**config.mk**
```make
export PLATFORM = sky130hd
export DESIGN_NAME = stimulus_pulse_train_generator
export DESIGN_NICKNAME = d
export VERILOG_FILES = /design/src/rtl/sptg_pkg.sv /design/src/rtl/stimulus_pulse_train_generator.sv /design/src/rtl/sptg_ctrl.sv /design/src/rtl/sptg_dp.sv
export SDC_FILE = /design/constraint.sdc
export NUM_CORES = 2
export LEC_CHECK = 0
export BUFFER_PORTS_ARGS = -buffer_cell sky130_fd_sc_hd__buf_2
export CAP_MARGIN = 30
export CELL_PAD_IN_SITES_DETAIL_PLACEMENT = 0
export CELL_PAD_IN_SITES_GLOBAL_PLACEMENT = 1
export CORE_ASPECT_RATIO = 1.25
export CORE_MARGIN = 1
export CORE_UTILIZATION = 51
export CTS_CLUSTER_SIZE = 8
export DETAILED_ROUTE_END_ITERATION = 16
export PLACE_DENSITY = 0.89
export SETUP_SLACK_MARGIN = 0.05
export SLEW_MARGIN = 20
export SYNTH_ARGS = -nofsm -noshare
export SYNTH_HDL_FRONTEND = slang
export SYNTH_SLANG_ARGS = --single-unit
```
**constraint.sdc**
```tcl
create_clock -name clk -period 11.7 [get_ports clk]
set_input_delay 2.34 -clock clk [delete_from_list [all_inputs] [get_ports clk]]
set_output_delay 2.34 -clock clk [all_outputs]
set_load 0.01 [all_outputs]
```
**src/rtl/sptg_pkg.sv**
```systemverilog
// Shared types and constants for the pulse train stimulus generator.
// No dependencies; imported by every RTL module of the block except sptg_checker.
package sptg_pkg;

  localparam int SAMPLE_BITS = 32;

  typedef enum logic [1:0] {
    PTYPE_TTL      = 2'd0,
    PTYPE_SQUARE   = 2'd1,
    PTYPE_BIPHASIC = 2'd2,
    PTYPE_RAMP     = 2'd3
  } ptype_t;

  typedef enum logic [2:0] {
    REG_START_DELAY  = 3'd0,
    REG_TRAIN_PERIOD = 3'd1,
    REG_PULSE_PERIOD = 3'd2,
    REG_FIRST_LEN    = 3'd3,
    REG_SECOND_LEN   = 3'd4,
    REG_FIRST_LEVEL  = 3'd5,
    REG_SECOND_LEVEL = 3'd6,
    REG_TRAIN_CTRL   = 3'd7
  } reg_idx_t;

  typedef enum logic [3:0] {
    ST_IDLE,
    ST_MUL_T,
    ST_MUL_P,
    ST_END,
    ST_TRAIN,
    ST_CMP,
    ST_DIV,
    ST_EVAL,
    ST_NEXT,
    ST_RMUL,
    ST_RINIT,
    ST_RDIV,
    ST_RFIN,
    ST_OUT
  } state_t;

  typedef struct packed {
    logic start;
    logic mul_t;
    logic mul_p;
    logic end_calc;
    logic train_sub;
    logic cmp;
    logic div_step;
    logic eval;
    logic next_train;
    logic rmul;
    logic rinit;
    logic rdiv_step;
    logic rfin;
    logic load_out;
  } cmd_t;

  typedef struct packed {
    logic empty;
    logic t_ge_s;
    logic d_ge_m;
    logic div_last;
    logic last_train;
    logic found;
    logic is_ramp;
    logic rdiv_last;
    logic out_free;
  } status_t;

endpackage

```
**src/rtl/stimulus_pulse_train_generator.sv**
```systemverilog
// Top level of the pulse train stimulus generator: APB register file plus
// sptg_ctrl and sptg_dp. Depends on sptg_pkg.
//
// Use: each transfer on the in_ channel is one sample tick; in_restart = 1
// returns the sample counter to zero before that sample is worked out. Each
// tick gives exactly one transfer on the out_ channel carrying the level, the
// first-phase digital bit, the pulse and train window flags and the done flag.
// Timing registers are in samples and are written over the cfg_ APB port;
// the user must write them only while the block is idle; the block itself
// does not enforce this. Per tick the sequencer forms the train and pulse
// products and the end test, then visits each train (if it has started:
// subtract, compare, remainder division unless at or past the last pulse
// start, evaluate), then divides out a ramp level. The trains are visited
// one at a time by a shared remainder unit (one quotient bit a cycle); the
// ramp value comes from a restoring divider (one bit a cycle). One tick is
// in flight at a time; in_ready is high only while the sequencer is idle.
// The result sits in an output register, so the next tick is taken while an
// unread result waits; a stalled receiver holds the sequencer at its final
// step. Reset clears the sample counter, the config registers and out_valid.
module stimulus_pulse_train_generator #(
  parameter int TIME_BITS  = 24,
  parameter int LEVEL_BITS = 16,
  parameter int COUNT_BITS = 8,
  localparam int CTRL_W = 2 * COUNT_BITS + 2,
  localparam int DATA_W = (CTRL_W > 32) ? 64 : 32,
  localparam int ALSB   = (DATA_W == 64) ? 3 : 2,
  localparam int AW     = ALSB + 3
) (
  input  logic                         clk,
  input  logic                         rst_n,
  input  logic                         in_valid,
  output logic                         in_ready,
  input  logic                         in_restart,
  output logic                         out_valid,
  input  logic                         out_ready,
  output logic signed [LEVEL_BITS-1:0] out_level,
  output logic                         out_digital_out,
  output logic                         out_pulse_window,
  output logic                         out_train_window,
  output logic                         out_all_done,
  input  logic                         cfg_psel,
  input  logic                         cfg_penable,
  input  logic                         cfg_pwrite,
  input  logic [AW-1:0]                cfg_paddr,
  input  logic [DATA_W-1:0]            cfg_pwdata,
  output logic [DATA_W-1:0]            cfg_prdata,
  output logic                         cfg_pready
);
  import sptg_pkg::*;

  logic [TIME_BITS-1:0]         start_delay_r, train_period_r, pulse_period_r;
  logic [TIME_BITS-1:0]         first_len_r, second_len_r;
  logic signed [LEVEL_BITS-1:0] first_level_r, second_level_r;
  logic [CTRL_W-1:0]            train_ctrl_r;
  reg_idx_t                     widx;
  logic                         wr_en;
  cmd_t                         cmd;
  status_t                      status;

  assign cfg_pready = 1'b1;
  assign widx       = reg_idx_t'(cfg_paddr[AW-1:ALSB]);
  assign wr_en      = cfg_psel && cfg_penable && cfg_pwrite;

  // register file: all fields reset to zero, written on the APB access phase
  always_ff @(posedge clk) begin
    if (!rst_n) begin
      start_delay_r  <= '0;
      train_period_r <= '0;
      pulse_period_r <= '0;
      first_len_r    <= '0;
      second_len_r   <= '0;
      first_level_r  <= '0;
      second_level_r <= '0;
      train_ctrl_r   <= '0;
    end else if (wr_en) begin
      unique case (widx)
        REG_START_DELAY:  start_delay_r  <= cfg_pwdata[TIME_BITS-1:0];
        REG_TRAIN_PERIOD: train_period_r <= cfg_pwdata[TIME_BITS-1:0];
        REG_PULSE_PERIOD: pulse_period_r <= cfg_pwdata[TIME_BITS-1:0];
        REG_FIRST_LEN:    first_len_r    <= cfg_pwdata[TIME_BITS-1:0];
        REG_SECOND_LEN:   second_len_r   <= cfg_pwdata[TIME_BITS-1:0];
        REG_FIRST_LEVEL:  first_level_r  <= cfg_pwdata[LEVEL_BITS-1:0];
        REG_SECOND_LEVEL: second_level_r <= cfg_pwdata[LEVEL_BITS-1:0];
        REG_TRAIN_CTRL:   train_ctrl_r   <= cfg_pwdata[CTRL_W-1:0];
        default: ;
      endcase
    end
  end

  // read back, zero extended
  always_comb begin
    unique case (widx)
      REG_START_DELAY:  cfg_prdata = DATA_W'(start_delay_r);
      REG_TRAIN_PERIOD: cfg_prdata = DATA_W'(train_period_r);
      REG_PULSE_PERIOD: cfg_prdata = DATA_W'(pulse_period_r);
      REG_FIRST_LEN:    cfg_prdata = DATA_W'(first_len_r);
      REG_SECOND_LEN:   cfg_prdata = DATA_W'(second_len_r);
      REG_FIRST_LEVEL:  cfg_prdata = DATA_W'($unsigned(first_level_r));
      REG_SECOND_LEVEL: cfg_prdata = DATA_W'($unsigned(second_level_r));
      REG_TRAIN_CTRL:   cfg_prdata = DATA_W'(train_ctrl_r);
      default:          cfg_prdata = '0;
    endcase
  end

  sptg_ctrl u_ctrl (
    .clk      (clk),
    .rst_n    (rst_n),
    .in_valid (in_valid),
    .in_ready (in_ready),
    .status   (status),
    .cmd      (cmd)
  );

  sptg_dp #(
    .TIME_BITS  (TIME_BITS),
    .LEVEL_BITS (LEVEL_BITS),
    .COUNT_BITS (COUNT_BITS)
  ) u_dp (
    .clk              (clk),
    .rst_n            (rst_n),
    .cmd              (cmd),
    .status           (status),
    .in_restart       (in_restart),
    .start_delay      (start_delay_r),
    .train_period     (train_period_r),
    .pulse_period     (pulse_period_r),
    .first_phase_len  (first_len_r),
    .second_phase_len (second_len_r),
    .first_level      (first_level_r),
    .second_level     (second_level_r),
    .npulses          (train_ctrl_r[COUNT_BITS-1:0]),
    .ntrains          (train_ctrl_r[2*COUNT_BITS-1:COUNT_BITS]),
    .ptype            (ptype_t'(train_ctrl_r[CTRL_W-1:2*COUNT_BITS])),
    .out_ready        (out_ready),
    .out_valid        (out_valid),
    .out_level        (out_level),
    .out_digital_out  (out_digital_out),
    .out_pulse_window (out_pulse_window),
    .out_train_window (out_train_window),
    .out_all_done     (out_all_done)
  );

endmodule

```
**src/rtl/sptg_ctrl.sv**
```systemverilog
// Sequencer for the pulse train generator: walks trains, divider steps, output.
// Depends on sptg_pkg; drives sptg_dp through cmd_t, reads status_t.
module sptg_ctrl (
  input  logic              clk,
  input  logic              rst_n,
  input  logic              in_valid,
  output logic              in_ready,
  input  sptg_pkg::status_t status,
  output sptg_pkg::cmd_t    cmd
);
  import sptg_pkg::*;

  state_t state_r, state_nxt;

  always_ff @(posedge clk) begin
    if (!rst_n) begin
      state_r <= ST_IDLE;
    end else begin
      state_r <= state_nxt;
    end
  end

  // next state
  always_comb begin
    state_nxt = state_r;
    unique case (state_r)
      ST_IDLE:  if (in_valid) state_nxt = ST_MUL_T;
      ST_MUL_T: state_nxt = ST_MUL_P;
      ST_MUL_P: state_nxt = ST_END;
      ST_END:   state_nxt = status.empty ? ST_OUT : ST_TRAIN;
      ST_TRAIN: state_nxt = status.t_ge_s ? ST_CMP : ST_NEXT;
      ST_CMP:   state_nxt = status.d_ge_m ? ST_EVAL : ST_DIV;
      ST_DIV:   if (status.div_last) state_nxt = ST_EVAL;
      ST_EVAL:  state_nxt = ST_NEXT;
      ST_NEXT: begin
        if (!status.last_train) state_nxt = ST_TRAIN;
        else if (status.found && status.is_ramp) state_nxt = ST_RMUL;
        else state_nxt = ST_OUT;
      end
      ST_RMUL:  state_nxt = ST_RINIT;
      ST_RINIT: state_nxt = ST_RDIV;
      ST_RDIV:  if (status.rdiv_last) state_nxt = ST_RFIN;
      ST_RFIN:  state_nxt = ST_OUT;
      ST_OUT:   if (status.out_free) state_nxt = ST_IDLE;
      default:  state_nxt = ST_IDLE;
    endcase
  end

  // commands
  always_comb begin
    cmd      = '0;
    in_ready = 1'b0;
    unique case (state_r)
      ST_IDLE: begin
        in_ready  = 1'b1;
        cmd.start = in_valid;
      end
      ST_MUL_T: cmd.mul_t     = 1'b1;
      ST_MUL_P: cmd.mul_p     = 1'b1;
      ST_END:   cmd.end_calc  = 1'b1;
      ST_TRAIN: cmd.train_sub = 1'b1;
      ST_CMP:   cmd.cmp       = 1'b1;
      ST_DIV:   cmd.div_step  = 1'b1;
      ST_EVAL:  cmd.eval      = 1'b1;
      ST_NEXT:  cmd.next_train = !status.last_train;
      ST_RMUL:  cmd.rmul      = 1'b1;
      ST_RINIT: cmd.rinit     = 1'b1;
      ST_RDIV:  cmd.rdiv_step = 1'b1;
      ST_RFIN:  cmd.rfin      = 1'b1;
      ST_OUT:   cmd.load_out  = status.out_free;
      default: ;
    endcase
  end

endmodule

```
**src/rtl/sptg_dp.sv**
```systemverilog
// Datapath: sample counter, train/pulse offset arithmetic, remainder and ramp
// dividers, output register. Depends on sptg_pkg; controlled by sptg_ctrl.
module sptg_dp #(
  parameter int TIME_BITS  = 24,
  parameter int LEVEL_BITS = 16,
  parameter int COUNT_BITS = 8
) (
  input  logic                         clk,
  input  logic                         rst_n,
  input  sptg_pkg::cmd_t               cmd,
  output sptg_pkg::status_t            status,
  input  logic                         in_restart,
  input  logic [TIME_BITS-1:0]         start_delay,
  input  logic [TIME_BITS-1:0]         train_period,
  input  logic [TIME_BITS-1:0]         pulse_period,
  input  logic [TIME_BITS-1:0]         first_phase_len,
  input  logic [TIME_BITS-1:0]         second_phase_len,
  input  logic signed [LEVEL_BITS-1:0] first_level,
  input  logic signed [LEVEL_BITS-1:0] second_level,
  input  logic [COUNT_BITS-1:0]        npulses,
  input  logic [COUNT_BITS-1:0]        ntrains,
  input  sptg_pkg::ptype_t             ptype,
  input  logic                         out_ready,
  output logic                         out_valid,
  output logic signed [LEVEL_BITS-1:0] out_level,
  output logic                         out_digital_out,
  output logic                         out_pulse_window,
  output logic                         out_train_window,
  output logic                         out_all_done
);
  import sptg_pkg::*;

  localparam int TW  = TIME_BITS;
  localparam int LW  = LEVEL_BITS;
  localparam int CW  = COUNT_BITS;
  localparam int XW  = (TW + CW + 3 > SAMPLE_BITS + 1) ? TW + CW + 3 : SAMPLE_BITS + 1;
  localparam int QW  = LW + 2;
  localparam int RW  = TW + LW + 2;
  localparam int DCW = $clog2(CW);
  localparam int QCW = $clog2(QW);

  logic [SAMPLE_BITS-1:0] samp_r, samp_nxt, t_cur;
  logic [XW-1:0]    t_r, mt_r, mp_r, s_r, tdur_r, d_r, off_r;
  logic [XW-1:0]    l1_x, lfull_x, lwin_x;
  logic [TW+CW-1:0] mt_prod, mp_prod, dsh_r;
  logic [CW-1:0]    ntm1, npm1, k_r;
  logic [DCW-1:0]   dcnt_r;
  logic             done_r, dig_r, pwin_r, twin_r, found_r, neg_r;
  logic [TW-1:0]    offw_r, ds;
  logic signed [LW-1:0] lvl_r;
  logic signed [LW:0]   diff;
  logic [LW:0]      mag_d;
  logic [RW-1:0]    rprod, prod_r, rrem_r, rsh_r;
  logic [QW-1:0]    q_r;
  logic [QCW-1:0]   qcnt_r;
  logic [LW+2:0]    rsum;
  logic             rge, dge, win_now;

  assign t_cur    = in_restart ? '0 : samp_r;
  assign samp_nxt = (&t_cur) ? t_cur : t_cur + 1'b1;

  assign l1_x    = XW'(first_phase_len);
  assign lfull_x = l1_x + ((ptype == PTYPE_BIPHASIC) ? XW'(second_phase_len) : '0);
  assign lwin_x  = (lfull_x == '0) ? XW'(1) : lfull_x;

  assign ntm1    = ntrains - 1'b1;
  assign npm1    = npulses - 1'b1;
  assign mt_prod = ntm1 * train_period;
  assign mp_prod = npm1 * pulse_period;

  // ramp: |b - a| * off, then (num + ds/2) / ds
  assign diff  = $signed({second_level[LW-1], second_level})
               - $signed({first_level[LW-1], first_level});
  assign mag_d = diff[LW] ? -diff : diff;
  assign ds    = (first_phase_len > TW'(2)) ? first_phase_len - 1'b1 : TW'(1);
  assign rprod = mag_d * offw_r;
  assign rge   = rrem_r >= rsh_r;
  assign rsum  = neg_r ? {{3{first_level[LW-1]}}, first_level} - {1'b0, q_r}
                       : {{3{first_level[LW-1]}}, first_level} + {1'b0, q_r};

  assign dge     = off_r >= XW'(dsh_r);
  assign win_now = !found_r && (off_r < lfull_x);

  assign status.empty      = (npulses == '0) || (ntrains == '0);
  assign status.t_ge_s     = t_r >= s_r;
  assign status.d_ge_m     = d_r >= mp_r;
  assign status.div_last   = dcnt_r == '0;
  assign status.last_train = k_r == '0;
  assign status.found      = found_r;
  assign status.is_ramp    = ptype == PTYPE_RAMP;
  assign status.rdiv_last  = qcnt_r == '0;
  assign status.out_free   = !out_valid || out_ready;

  always_ff @(posedge clk) begin
    if (!rst_n) begin
      samp_r    <= '0;
      out_valid <= 1'b0;
    end else begin
      if (cmd.start) samp_r <= samp_nxt;
      if (cmd.load_out) out_valid <= 1'b1;
      else if (out_ready) out_valid <= 1'b0;
    end
  end

  always_ff @(posedge clk) begin
    if (cmd.start) begin
      t_r     <= XW'(t_cur);
      k_r     <= ntm1;
      dig_r   <= 1'b0;
      pwin_r  <= 1'b0;
      twin_r  <= 1'b0;
      found_r <= 1'b0;
      lvl_r   <= '0;
    end
    if (cmd.mul_t) mt_r <= XW'(mt_prod);
    if (cmd.mul_p) begin
      mp_r <= XW'(mp_prod);
      s_r  <= XW'(start_delay) + mt_r;
    end
    if (cmd.end_calc) begin
      done_r <= status.empty || (t_r >= s_r + mp_r + lwin_x);
      tdur_r <= mp_r + lfull_x;
    end
    if (cmd.train_sub) d_r <= t_r - s_r;
    if (cmd.cmp) begin
      off_r  <= status.d_ge_m ? d_r - mp_r : d_r;
      dsh_r  <= (TW+CW)'(pulse_period) << (CW - 1);
      dcnt_r <= DCW'(CW - 1);
    end
    if (cmd.div_step) begin
      if (dge) off_r <= off_r - XW'(dsh_r);
      dsh_r  <= dsh_r >> 1;
      dcnt_r <= dcnt_r - 1'b1;
    end
    if (cmd.eval) begin
      if (d_r < tdur_r) twin_r <= 1'b1;
      if (off_r < l1_x) dig_r <= 1'b1;
      if (off_r < lwin_x) pwin_r <= 1'b1;
      if (win_now) begin
        found_r <= 1'b1;
        offw_r  <= off_r[TW-1:0];
        lvl_r   <= (off_r < l1_x) ? first_level : second_level;
      end
    end
    if (cmd.next_train) begin
      k_r <= k_r - 1'b1;
      s_r <= s_r - XW'(train_period);
    end
    if (cmd.rmul) begin
      prod_r <= rprod;
      neg_r  <= diff[LW];
    end
    if (cmd.rinit) begin
      rrem_r <= prod_r + RW'(ds >> 1);
      rsh_r  <= RW'(ds) << (QW - 1);
      qcnt_r <= QCW'(QW - 1);
      q_r    <= '0;
    end
    if (cmd.rdiv_step) begin
      if (rge) rrem_r <= rrem_r - rsh_r;
      rsh_r  <= rsh_r >> 1;
      q_r    <= {q_r[QW-2:0], rge};
      qcnt_r <= qcnt_r - 1'b1;
    end
    if (cmd.rfin) lvl_r <= rsum[LW-1:0];
    if (cmd.load_out) begin
      out_level        <= lvl_r;
      out_digital_out  <= dig_r;
      out_pulse_window <= pwin_r;
      out_train_window <= twin_r;
      out_all_done     <= done_r;
    end
  end

endmodule

```
==> results.json <==
{
  "num_rows": 156,
  "cts_resized": 0,
  "max_freq_mhz": 95.8,
  "rsz0062_at_grt": "no",
  "worstPathRequired_ns": 12.16,
  "boundaryPins": 100,
  "routedWlPerCell_um": 22.9,
  "h-tree-depth": 3,
  "slew_headroom_pct": 28.9,
  "root_buffer": "clkbuf_16",
  "first_pass_iters": 6,
  "area_growth_pct": 7.58,
  "fin_crit_sh_pct": 89.3,
  "drc": 0,
  "clock_sinks": 694,
  "grtUsageMet3_pct": 4.75,
  "hold_violations": 0,
  "cp.arrival_ns": 10.91,
  "max_stage_delay_ns": 0.56,
  "maxCapViolations": 0,
  "synth.area.mux_share_pct": 1.35,
  "drv_slew": 0,
  "cts_tree": "built",
  "layout-drive-gt1-share_pct": 5.14,
  "place.gp.congestion": 1.00,
  "post-cts-setup-buffers": 0,
  "tns_ns": 0,
  "end_kind": "flop",
  "syn_avg_cell_area_um2": 8.67,
  "start_util_pct": 51.5,
  "tightestPinTransition_ns": 1.07,
  "clockBufferDepth": 3,
  "final_antenna_net_count": 0,
  "whs_ns": 0.427,
  "grt_pass1_wl_mm": 369,
  "drtIter0Drc": 4752,
  "grt_pass1_vias": 63100,
  "status": "completed",
  "syn-cell-area_um2": 74700,
  "fin_area_um2": 80400,
  "dpl.hpwl_mm": 191,
  "vias": 62500,
  "synth_top_flop_cell": "edfxtp_1",
  "crit_top_cell": "fa_1",
  "nets": 9948,
  "critPathKind": "reg2reg",
  "grt_max_degree": 84,
  "synth_edf_count": 390,
  "core_area_um2": 145000,
  "synth_top_family_by_area": "adder cells",
  "synthAdderAreaFrac_pct": 28.5,
  "clk_pin_slew_ns": 0.06,
  "synth_xor_area_share_pct": 5.61,
  "finalSetupViolCount": 0,
  "yosysSeqAreaShare_pct": 23.8,
  "power_density_nw_per_um2": 193,
  "synth_async_sr_flop_share_pct": 0,
  "instances_no_fill": 10600,
  "placed_cells": 10400,
  "yosys_warnings": 0,
  "place_worst_setup_slack_ns": 1.41,
  "setup_ws_ns": 1.26,
  "die-width_um": 344,
  "synth.distinct_cells": 102,
  "insertion_delay_ns": 0.75,
  "grt_overflow": 0,
  "synthCells": 8623,
  "hold_path.class": "reg2reg",
  "cts_buffers": 99,
  "grt_antenna_before_repair": 7,
  "crit_fanout": 11,
  "synth-seq-cells": 694,
  "fin_worst_skew_ns": 0.0434,
  "finalWirelength_mm": 242,
  "period_minus_slack_ns": 10.44,
  "place.port_buffers": 80,
  "yosys.area_share.simple_pct": 18.1,
  "ir_drop_v": 0.000236,
  "grtUsageMet1_pct": 37.5,
  "grt_busiest_layer": "met2",
  "power.leakage_nw": 35.8,
  "grt_usage_pct": 32.9,
  "ctsHoldBuffers": 0,
  "start_kind": "flop",
  "viasPerCell": 5.92,
  "die-area_um2": 148000,
  "die_y_um": 430,
  "synth-compound-area-share_pct": 15.1,
  "placed_area_um2": 77300,
  "use_met2_pct": 55.0,
  "cpMaxStageDelayCell": "fa_1"
}
==> cells in the mapped netlist (216+ instances only) <==
cell type / instances / share of area (%)
xnor2_1: 306 / 3.6
a21o_1: 216 / 2.2
inv_1: 1121 / 5.6
o21ai_0: 306 / 2.0
nand2_1: 1159 / 5.8
dfxtp_1: 304 / 8.1
a21oi_1: 434 / 2.9
edfxtp_1: 390 / 16
clkbuf_1: 272 / 1.4
fa_1: 630 / 17
ha_1: 692 / 12
nor2_1: 507 / 2.5
and2_1: 257 / 2.2
==> kinds of logic (layout without fill, tap and decap cells) <==
group / count (synthesis) / in the layout
AND/OR/NAND/NOR: 2865 / 2865
buffers and inverters: 1472 / 1500
multiplexers: 81 / 81
adder cells (fa/ha/maj): 1322 / 1322
flip-flops: 694 / 694
AO/OA/AOI/OAI: 1713 / 1713
other: 2 / 17
XOR/XNOR: 474 / 474
==> stage by stage <==
stage                     power (mW)  util [%]
after floorplan                 9.94         -
after CTS                       15.5      55.4
after global routing            16.7      55.4
after global placement          12.4      53.3
after detailed placement        12.6      53.3
final                           15.5      55.4
==> cells in the final DEF, fill, tap and decap left out, types with 25 or more instances in the layout <==
master / Yosys / routed
nand2_1: 1159 / 1156
inv_1: 1121 / 1121
ha_1: 692 / 692
fa_1: 630 / 630
nor2_1: 507 / 503
a21oi_1: 434 / 433
edfxtp_1: 390 / 390
o21ai_0: 306 / 305
dfxtp_1: 304 / 304
xnor2_1: 306 / 294
and2_1: 257 / 257
a21o_1: 216 / 216
a21boi_0: 198 / 198
nor2b_1: 181 / 180
xor2_1: 162 / 156
nand3_1: 153 / 152
nand2b_1: 148 / 147
nor3_1: 148 / 140
buf_4: 11 / 111
clkbuf_16: 0 / 100
nand4_1: 81 / 81
buf_2: 27 / 79
clkbuf_1: 272 / 64
and3_1: 63 / 63
mux2i_1: 60 / 60
o21a_1: 59 / 59
o21bai_1: 55 / 55
o31ai_1: 54 / 53
a31oi_1: 52 / 52
o211ai_1: 46 / 46
a211oi_1: 40 / 40
or3_1: 39 / 39
nor4_1: 33 / 33
or2_2: 25 / 25
a221oi_1: 25 / 25
==> critical path: cells and delay by family, from the launching register on <==
kind | cells | cell delay, ns
AO/OA/AOI/OAI | 15 | 3.78
flip-flops | 1 | 0.38
adder cells (fa/ha/maj) | 9 | 3.97
XOR/XNOR | 1 | 0.47
buffers and inverters | 8 | 0.75
AND/OR/NAND/NOR | 5 | 0.80
==> routing by layer <==
layer | vias to the layer above | routed length (um)
li1 | 28900 | -
met1 | 30600 | 88600
met2 | 2316 | 115000
met3 | 780 | 15800
met4 | 4 | 21800
met5 | - | 27
==> final cells by class <==
cell class                      instances  area [um2]
Clock inverter                          8         161
Multi-Input combinational cell       6464       51700
Fill cell                           13300       64600
Clock buffer                          170        2830
Tap cell                             1896        2370
Timing Repair Buffer                  199        1350
Antenna cell                            8        20.0
Sequential cell                       694       17800
Inverter                             1123        4220
==> state kept, by name, summed over array words and instances, names as in the netlist, 31 cells and up <==
| name | flops |
|---|---|
| u_dp.d_r | 35 |
| u_dp.rsh_r | 41 |
| u_dp.samp_r | 32 |
| u_dp.prod_r | 41 |
| u_dp.off_r | 35 |
| u_dp.t_r | 32 |
| u_dp.mt_r | 32 |
| u_dp.dsh_r | 31 |
| u_dp.s_r | 35 |
| u_dp.tdur_r | 33 |
| u_dp.rrem_r | 42 |
| u_dp.mp_r | 32 |
==> report_power, final <==
part,internal [mW],switching [mW]
sequential,3.23,0.500
combinational,3.56,5.42
clock,1.64,1.20
==> worst paths after layout <==
path / startpoint / end / slack (ns) / cells after the start
worst min-delay path: u_dp.done_r$_DFFE_PP_ / u_dp.out_all_done$_DFFE_PP_ / 0.43 / 0
worst max register to register: second_level_r[0]$_SDFFE_PN0P_ / u_dp.prod_r[40]$_DFFE_PN_ / 1.26 / 38
worst max-delay path: second_level_r[0]$_SDFFE_PN0P_ / u_dp.prod_r[40]$_DFFE_PN_ / 1.26 / 38
worst min register to register: u_dp.done_r$_DFFE_PP_ / u_dp.out_all_done$_DFFE_PP_ / 0.43 / 0
(Power assumes the default switching activity.)
